## src/design/rbg_pkg.sv

```systemverilog
// shared constants, controller/datapath handshake structs and the weight table builder
// for the reply burst grouper; no dependencies
package rbg_pkg;

    localparam int DEF_TABLE_SLOTS      = 32;
    localparam int DEF_WEIGHT_FRAC_BITS = 20;

    localparam int ADDR_W      = 24;
    localparam int TIME_W      = 48;
    localparam int LEVEL_W     = 12;
    localparam int COUNT_W     = 10;
    localparam int OFFSET_W    = 24;
    localparam int LEVEL_STEPS = 1601;
    localparam int LEVEL_IDX_W = 11;
    localparam int TAB_W       = 32;
    localparam int QBITS       = 60;
    localparam int SERIES_TERMS = 30 + 4;
    localparam int DB_DECADE   = 320;

    localparam logic [ADDR_W-1:0]         GAP_RESET = 24'd50000;
    localparam logic [COUNT_W-1:0]        COUNT_MAX = 10'd1023;
    localparam logic [OFFSET_W-1:0]       OFFSET_MAX = 24'hFFFFFF;
    localparam logic signed [LEVEL_W-1:0] LEVEL_MIN = -12'sd1600;
    localparam logic [63:0]               QONE = 64'd1 << QBITS;

    localparam logic KIND_GROUP = 1'b0;
    localparam logic KIND_DROP  = 1'b1;

    typedef logic [TAB_W-1:0] wtab_t [LEVEL_STEPS];

    typedef struct packed {
        logic load;
        logic scan_rd;
        logic scan_eval;
        logic cent_wr;
        logic idx_inc;
        logic pick_init;
        logic pick_rd;
        logic pick_cmp;
        logic out_rd;
        logic out_group;
        logic ins_rd;
        logic ins_off;
        logic ins_prod;
        logic ins_wr;
        logic ins_new;
        logic out_drop;
    } cmd_t;

    typedef struct packed {
        logic closes;
        logic idx_last;
        logic div_done;
        logic any_closed;
        logic more_closed;
        logic out_busy;
        logic match_found;
        logic free_found;
    } status_t;

    // shift-subtract divide, evaluated at elaboration only
    function automatic logic [63:0] udiv64(logic [63:0] n, logic [63:0] d);
        logic [64:0] rem;
        logic [63:0] q;
        rem = '0;
        q   = '0;
        for (int b = 63; b >= 0; b--)
        begin
            rem = {rem[63:0], n[b]};
            if (rem >= {1'b0, d})
            begin
                rem  = rem - {1'b0, d};
                q[b] = 1'b1;
            end
        end
        return q;
    endfunction

    function automatic logic [63:0] qmul(logic [63:0] a, logic [63:0] b);
        logic [127:0] p;
        p = {64'd0, a} * {64'd0, b};
        return p[QBITS+63:QBITS];
    endfunction

    function automatic logic [63:0] atanh_inv(logic [63:0] m);
        logic [63:0] p;
        logic [63:0] sum;
        logic [63:0] odd;
        logic [63:0] mm;
        p   = udiv64(QONE, m);
        sum = '0;
        odd = 64'd1;
        mm  = m * m;
        while (p != 64'd0)
        begin
            sum = sum + udiv64(p, odd);
            p   = udiv64(p, mm);
            odd = odd + 64'd2;
        end
        return sum;
    endfunction

    // weight per attenuation step of 1/16 dB, rounded to wfb fraction bits
    function automatic wtab_t weight_table(int wfb);
        wtab_t       tab;
        logic [63:0] ln10;
        logic [63:0] step;
        logic [63:0] t;
        logic [63:0] term;
        logic [63:0] sum;
        logic [63:0] a;
        int          q;
        int          shift;
        ln10  = 64'd6 * atanh_inv(64'd3) + 64'd2 * atanh_inv(64'd9);
        step  = udiv64(ln10, 64'(DB_DECADE));
        shift = QBITS - wfb;
        for (int idx = 0; idx < LEVEL_STEPS; idx++)
        begin
            a = 64'(idx);
            q = 0;
            while (a >= 64'(DB_DECADE))
            begin
                a = a - 64'(DB_DECADE);
                q = q + 1;
            end
            t    = step * a;
            term = QONE;
            sum  = QONE;
            for (int k = 1; k <= SERIES_TERMS; k++)
            begin
                term = udiv64(qmul(term, t), 64'(k));
                if (k[0])
                    sum = sum - term;
                else
                    sum = sum + term;
            end
            for (int j = 0; j < q; j++)
                sum = udiv64(sum, 64'd10);
            tab[idx] = TAB_W'((sum + (64'd1 << (shift - 1))) >> shift);
        end
        return tab;
    endfunction

endpackage

```

## src/design/rbg_ctrl.sv

```systemverilog
// sequencer for the reply burst grouper: scan, close, order, emit, insert
// depends on rbg_pkg
module rbg_ctrl import rbg_pkg::*; (
    input  logic    clk,
    input  logic    rst_n,
    input  logic    in_valid,
    output logic    in_stall,
    input  status_t st,
    output cmd_t    cmd
);

    typedef enum logic [4:0] {
        S_IDLE, S_SCAN_RD, S_SCAN_EV, S_DIV, S_CENT_WR, S_PICK_INIT, S_PICK_RD,
        S_PICK_CMP, S_OUT_RD, S_OUT_LOAD, S_INSERT, S_INS_RD, S_INS_OFF,
        S_INS_PROD, S_INS_WR, S_INS_NEW, S_DROP
    } state_t;

    state_t state_reg;
    state_t state_next;
    logic   stall_reg;

    always_comb
    begin
        state_next = state_reg;
        cmd        = '0;
        case (state_reg)
            S_IDLE:
            begin
                if (in_valid)
                begin
                    cmd.load   = 1'b1;
                    state_next = S_SCAN_RD;
                end
            end
            S_SCAN_RD:
            begin
                cmd.scan_rd = 1'b1;
                state_next  = S_SCAN_EV;
            end
            S_SCAN_EV:
            begin
                cmd.scan_eval = 1'b1;
                if (st.closes)
                    state_next = S_DIV;
                else if (st.idx_last)
                    state_next = S_PICK_INIT;
                else
                begin
                    cmd.idx_inc = 1'b1;
                    state_next  = S_SCAN_RD;
                end
            end
            S_DIV:
            begin
                if (st.div_done)
                    state_next = S_CENT_WR;
            end
            S_CENT_WR:
            begin
                cmd.cent_wr = 1'b1;
                if (st.idx_last)
                    state_next = S_PICK_INIT;
                else
                begin
                    cmd.idx_inc = 1'b1;
                    state_next  = S_SCAN_RD;
                end
            end
            S_PICK_INIT:
            begin
                cmd.pick_init = 1'b1;
                state_next    = st.any_closed ? S_PICK_RD : S_INSERT;
            end
            S_PICK_RD:
            begin
                cmd.pick_rd = 1'b1;
                state_next  = S_PICK_CMP;
            end
            S_PICK_CMP:
            begin
                cmd.pick_cmp = 1'b1;
                if (st.idx_last)
                    state_next = S_OUT_RD;
                else
                begin
                    cmd.idx_inc = 1'b1;
                    state_next  = S_PICK_RD;
                end
            end
            S_OUT_RD:
            begin
                if (!st.out_busy)
                begin
                    cmd.out_rd = 1'b1;
                    state_next = S_OUT_LOAD;
                end
            end
            S_OUT_LOAD:
            begin
                cmd.out_group = 1'b1;
                state_next    = st.more_closed ? S_PICK_INIT : S_INSERT;
            end
            S_INSERT:
            begin
                if (st.match_found)
                    state_next = S_INS_RD;
                else if (st.free_found)
                    state_next = S_INS_NEW;
                else
                    state_next = S_DROP;
            end
            S_INS_RD:
            begin
                cmd.ins_rd = 1'b1;
                state_next = S_INS_OFF;
            end
            S_INS_OFF:
            begin
                cmd.ins_off = 1'b1;
                state_next  = S_INS_PROD;
            end
            S_INS_PROD:
            begin
                cmd.ins_prod = 1'b1;
                state_next   = S_INS_WR;
            end
            S_INS_WR:
            begin
                cmd.ins_wr = 1'b1;
                state_next = S_IDLE;
            end
            S_INS_NEW:
            begin
                cmd.ins_new = 1'b1;
                state_next  = S_IDLE;
            end
            S_DROP:
            begin
                if (!st.out_busy)
                begin
                    cmd.out_drop = 1'b1;
                    state_next   = S_IDLE;
                end
            end
            default:
            begin
                state_next = S_IDLE;
            end
        endcase
    end

    always_ff @(posedge clk or negedge rst_n)
    begin
        if (!rst_n)
        begin
            state_reg <= S_IDLE;
            stall_reg <= 1'b0;
        end
        else
        begin
            state_reg <= state_next;
            stall_reg <= (state_next != S_IDLE);
        end
    end

    assign in_stall = stall_reg;

endmodule

```

## config.mk

```make
export PLATFORM = sky130hd
export DESIGN_NAME = rbg_ctrl
export DESIGN_NICKNAME = d
export VERILOG_FILES = /design/src/design/rbg_pkg.sv /design/src/design/rbg_ctrl.sv
export SDC_FILE = /design/constraint.sdc
export NUM_CORES = 1
export LEC_CHECK = 0
export ABC_AREA = 1
export BUFFER_PORTS_ARGS = -buffer_cell sky130_fd_sc_hd__buf_2
export CAP_MARGIN = 10
export CORE_ASPECT_RATIO = 1.25
export CORE_MARGIN = 2
export CORE_UTILIZATION = 26
export DETAILED_ROUTE_END_ITERATION = 16
export PLACE_DENSITY = 0.62
export REMOVE_ABC_BUFFERS = 1
export SETUP_SLACK_MARGIN = 0.2
export SLEW_MARGIN = 40
export SYNTH_ARGS = -nofsm -noshare
export SYNTH_HDL_FRONTEND = slang
export SYNTH_SLANG_ARGS = --single-unit
```

## constraint.sdc

```tcl
create_clock -name clk -period 1.2 [get_ports clk]
set_input_delay 0 -clock clk [delete_from_list [all_inputs] [get_ports clk]]
set_output_delay 0 -clock clk [all_outputs]
set_load 0.01 [all_outputs]
```

; Yosys cells after proc, flatten, opt, wreduce, memory -nomap -nowiden
; Cells that the tools add are included.
; W data, S select, Z words.
[classes]
n_eq_ne = 16
n_mux = 32
reduce_logical = 3
[op_table]
columns = cell, count
row1 = $pmux W5 S15, 1
row2 = $eq A5 B4 Y1 const B, 8
row3 = $mux W5, 6
row4 = $eq A5 B3 Y1 const B, 4
row5 = $mux W1, 19
row6 = $mux W4, 3
row7 = $eq A5 B2 Y1 const B, 2
row8 = $mux W3, 2
row9 = $eq A5 B1 Y1 const B, 1
row10 = $eq A5 B5 Y1 const B, 1
row11 = $logic_not A5 Y1, 1
row12 = $reduce_bool A5 Y1, 1
row13 = $pmux W1 S2, 1
row14 = $reduce_or A2 Y1, 1
[totals]
reg_bits = 6
inputBits = 11
output_inout_bits = 17

; Longest topological paths before layout
[logic_depth]
word_depth = 4
mapped_depth = 9

; Least setup slack after synthesis
; OpenSTA, ideal clock, no wires.
[synth_path]
kind = register -> register
from = register state_reg[0]
to = register stall_reg (netlist: in_stall)
t_arrival_ns = 1.219
required_time_ns = 1.132
slack_ns = -0.088
path_stages_with_launch = 10
n_path_buf = 0
cell_sequence = dfrtp_1 -> nor2_2 -> inv_1 -> nor2_1 -> nor2_1 -> nand2_1 -> nor2_1 -> nand2_1 -> nor2_1 -> nand3_1
[synth_via]
elab_chain_len = 3
[synth_lines]
columns = item, line_no
row1 = from (decl), rbg_ctrl.sv:18  ; state_t state_reg;
row2 = from (signal assigned), rbg_ctrl.sv:161  ; state_reg <= state_next;
row3 = $eq A5 B5 Y1 (tied with other cells), rbg_ctrl.sv:26  ; case (state_reg)
row4 = $pmux W5 S15 *, rbg_ctrl.sv:26
row5 = net state_next[0], rbg_ctrl.sv:19  ; state_t state_next;
row6 = $reduce_bool A5 Y1 *, rbg_ctrl.sv:162  ; stall_reg <= (state_next != S_IDLE);
row7 = to (signal assigned), rbg_ctrl.sv:162
row8 = to (decl), rbg_ctrl.sv:20  ; logic stall_reg;
; The timed path passes the listed nets; every way through them passes the cells marked *.

; Final worst setup path
[layout_path]
from = register state_reg[2]
to = register stall_reg (netlist: in_stall)
[layout_via]
elab_chain_len = 3
[layout_lines]
columns = item, line_no
row1 = $eq A5 B5 Y1 (tied with other cells), rbg_ctrl.sv:26
row2 = $pmux W5 S15 *, rbg_ctrl.sv:26
row3 = net state_next[3], rbg_ctrl.sv:19
row4 = $reduce_bool A5 Y1 *, rbg_ctrl.sv:162
; Marked as above.

==> flow_summary.yaml <==
cells_and_area:
  drive_above_1_share: 0.620
  fill_cells: 207
  largest_reg_flops: 5
  syn2layout_area_growth_pct: 110
  regArea_um2: 155
  layout.nets: 192
  fin_area_mm2: 0.00128
  multi_input_area_um2: 541
  n_antenna_cell: 0
setup_path:
  worst_path_most_repeated_cell: "nand2_1"
  end_kind: "register"
  worstPathMaxFanout: 5
  crit_arrival_ps: 1570
  max_stage_delay_ps: 430
  critPathBufInv: 2
  critical_path.top_delay_family: "simple AND/OR/NAND/NOR gates"
  crit_type: "register to register"
  ff2ff_setup_slack_ps: -260
  worstPathCellList: "buf_6 > nand3_4 > nor2_4 > buf_6 > nand2_1 > nand2_1 > nor2_1 > nand2_1 > nor2_1 > nand3_1"
  r2r-start: "state_reg[2]"
  cp_slowest_cell: "dfrtp_2"
  critPathLaunchType: "register"
  cp-startpoint: "state_reg[2]"
  crit_required_ps: 1320
floorplanning:
  dieArea_mm2: 0.00276
  die_y_um: 58.3
  rows: 19
  die_w_um: 47.4
  initial_utilization: 0.277
  io_pins: 28
  core-area_mm2: 0.00221
min_path:
  hp-class: "input port to async pin"
routing:
  dr.first_iter.drc_count: 22
  wl_met2_um: 1370
  route.met3.wl_um: 129
  drc: 0
  num_vias: 946
  ant_nets: 0
  post_drt_wl_per_cell_um: 11.7
  routed_wl_um: 2470
  dr.pass1.iters: 4
  highest_layer: "met4"
  wl_met1_um: 860
  vias_per_cell: 4.50
global_routing:
  grt_max_degree: 7
  grt_pass1_wl_um: 3560
  grt_remaining_overflow: 0
  grt_util_all_layers: 0.176
  grt_pass1_vias: 889
  antenna_found_initial: 0
timing:
  hold_viol: 0
  fin_ws_ps: -259
  finalCriticalPeriod_ps: 1460
  max_freq_mhz: 686
  setup-violations-final: 22
  worst_pin_slew_ps: 194
  fin_tns_setup_ps: -3160
  slew_viol_final: 0
  worst_hold_slack_ps: 107
  rsz0062_at_grt: "true"
  fin_crit_sh: 1.22
  clock_skew_ps: 3.59
  relSlewSlack: 0.870
power:
  powerDensity_mw_per_mm2: 1950
  design_power_total_uw: 2500
  ir_drop_v: 0.00126
  p_leak_uw: 0.000733
clock_network:
  cts_inserted_buffers: 3
  cts_buffer_depth: 2
  clock_latency_ps: 240
  htreeDepth: 1
  cts_tree: "built"
  clk_pin_slew_ps: 40
  clkSinkCount: 6
  root_buffer: "clkbuf_4"
synthesis:
  synth_common_cells: "nand2_1, nor2_1, inv_1"
  synth.most_common_cell: "nand2_1"
  yosys.area.top_type: "dfrtp_1"
  ys_seq_area_frac: 0.245
  synth-async-reset-ratio: 1.00
  synth_cell_types: 15
  syn_avg_cell_area_um2: 5.24
  ys_warn_count: 0
  synth_area_um2: 613
  synth-main-ff-cell: "dfrtp_1"
  ys_top_cells_by_area: "dfrtp_1, nand2_1, nor2_1"
  synth_cells: 117
  ys_seq_elements: 6
  synth_top_area_frac: 0.245
  synth_edf_count: 0
placed_design:
  io_buffers: 27
  placed_area_um2: 937
  hpwl_um: 1600
  gp_congestion: 0.900
  post-place-ws_ps: -231
outcome:
  violations: "negative setup slack"
  outcome: "complete, but fails checks"
flow_run:
  drv_cap: 0
## area by class of cell
type,instances,area share
Multi-Input combinational cell,86,0.421
Timing Repair Buffer,59,0.332
Sequential cell,6,0.121
Inverter,25,0.0789
Tap cell,31,0.0302
Clock buffer,3,0.0175
## metal layers
metal / GRT usage / up-vias
met4: 0.0873 / 0
li1: - / 475
met5: 0 / -
met2: 0.299 / 41
met3: 0.0184 / 8
met1: 0.209 / 422
## power by group
| part | internal, uW | switching, uW | total [uW] |
|---|---|---|---|
| Sequential | 292 | 133 | 425 |
| Combinational | 881 | 1010 | 1900 |
| Clock | 113 | 67.6 | 180 |
## placed cells by master (no fill, tap or decap)
master,instances
a21oi_1,1
buf_2,24
buf_4,23
buf_6,11
clkbuf_4,3
dfrtp_1,2
dfrtp_2,4
dlygate4sd3_1,1
inv_1,17
inv_2,5
inv_4,3
nand2_1,24
nand2_2,7
nand2_4,2
nand3_1,4
nand3_2,7
nand3_4,2
nand4_1,1
nor2_1,17
nor2_2,8
nor2_4,7
o21ai_0,1
o21ai_2,2
o22ai_4,1
or2_2,2
## per-stage QoR
stage	util	instances
global placement	0.424	195
floorplan	-	117
global route	0.581	210
finish	0.581	210
CTS	0.508	204
detailed placement	0.424	195
## what timing repair did
item	CTS	global route
hold buffers	1	0
buffers inserted	5	6
endpoints found under the hold margin	6	0
endpoints found under the setup margin	22	22
pin swaps	9	22
resized for setup	33	37
## final timing paths
check	to	cells past startpoint
setup / recovery	in_stall	10
min in group clk	state_reg[4]	3
hold reg to reg	state_reg[4]	3
hold / removal	state_reg[3]	2
setup reg to reg	in_stall	10
max in group asynchronous	state_reg[2]	2
## logic make-up (layout without fill, tap and decap cells)
logic type / Yosys count / in the layout / synth area share
compound gates: 5 / 5 / 0.0428
buf+inv: 25 / 87 / 0.153
flops: 6 / 6 / 0.245
simple gates: 81 / 81 / 0.559
Power figures use the tool's default switching activity.
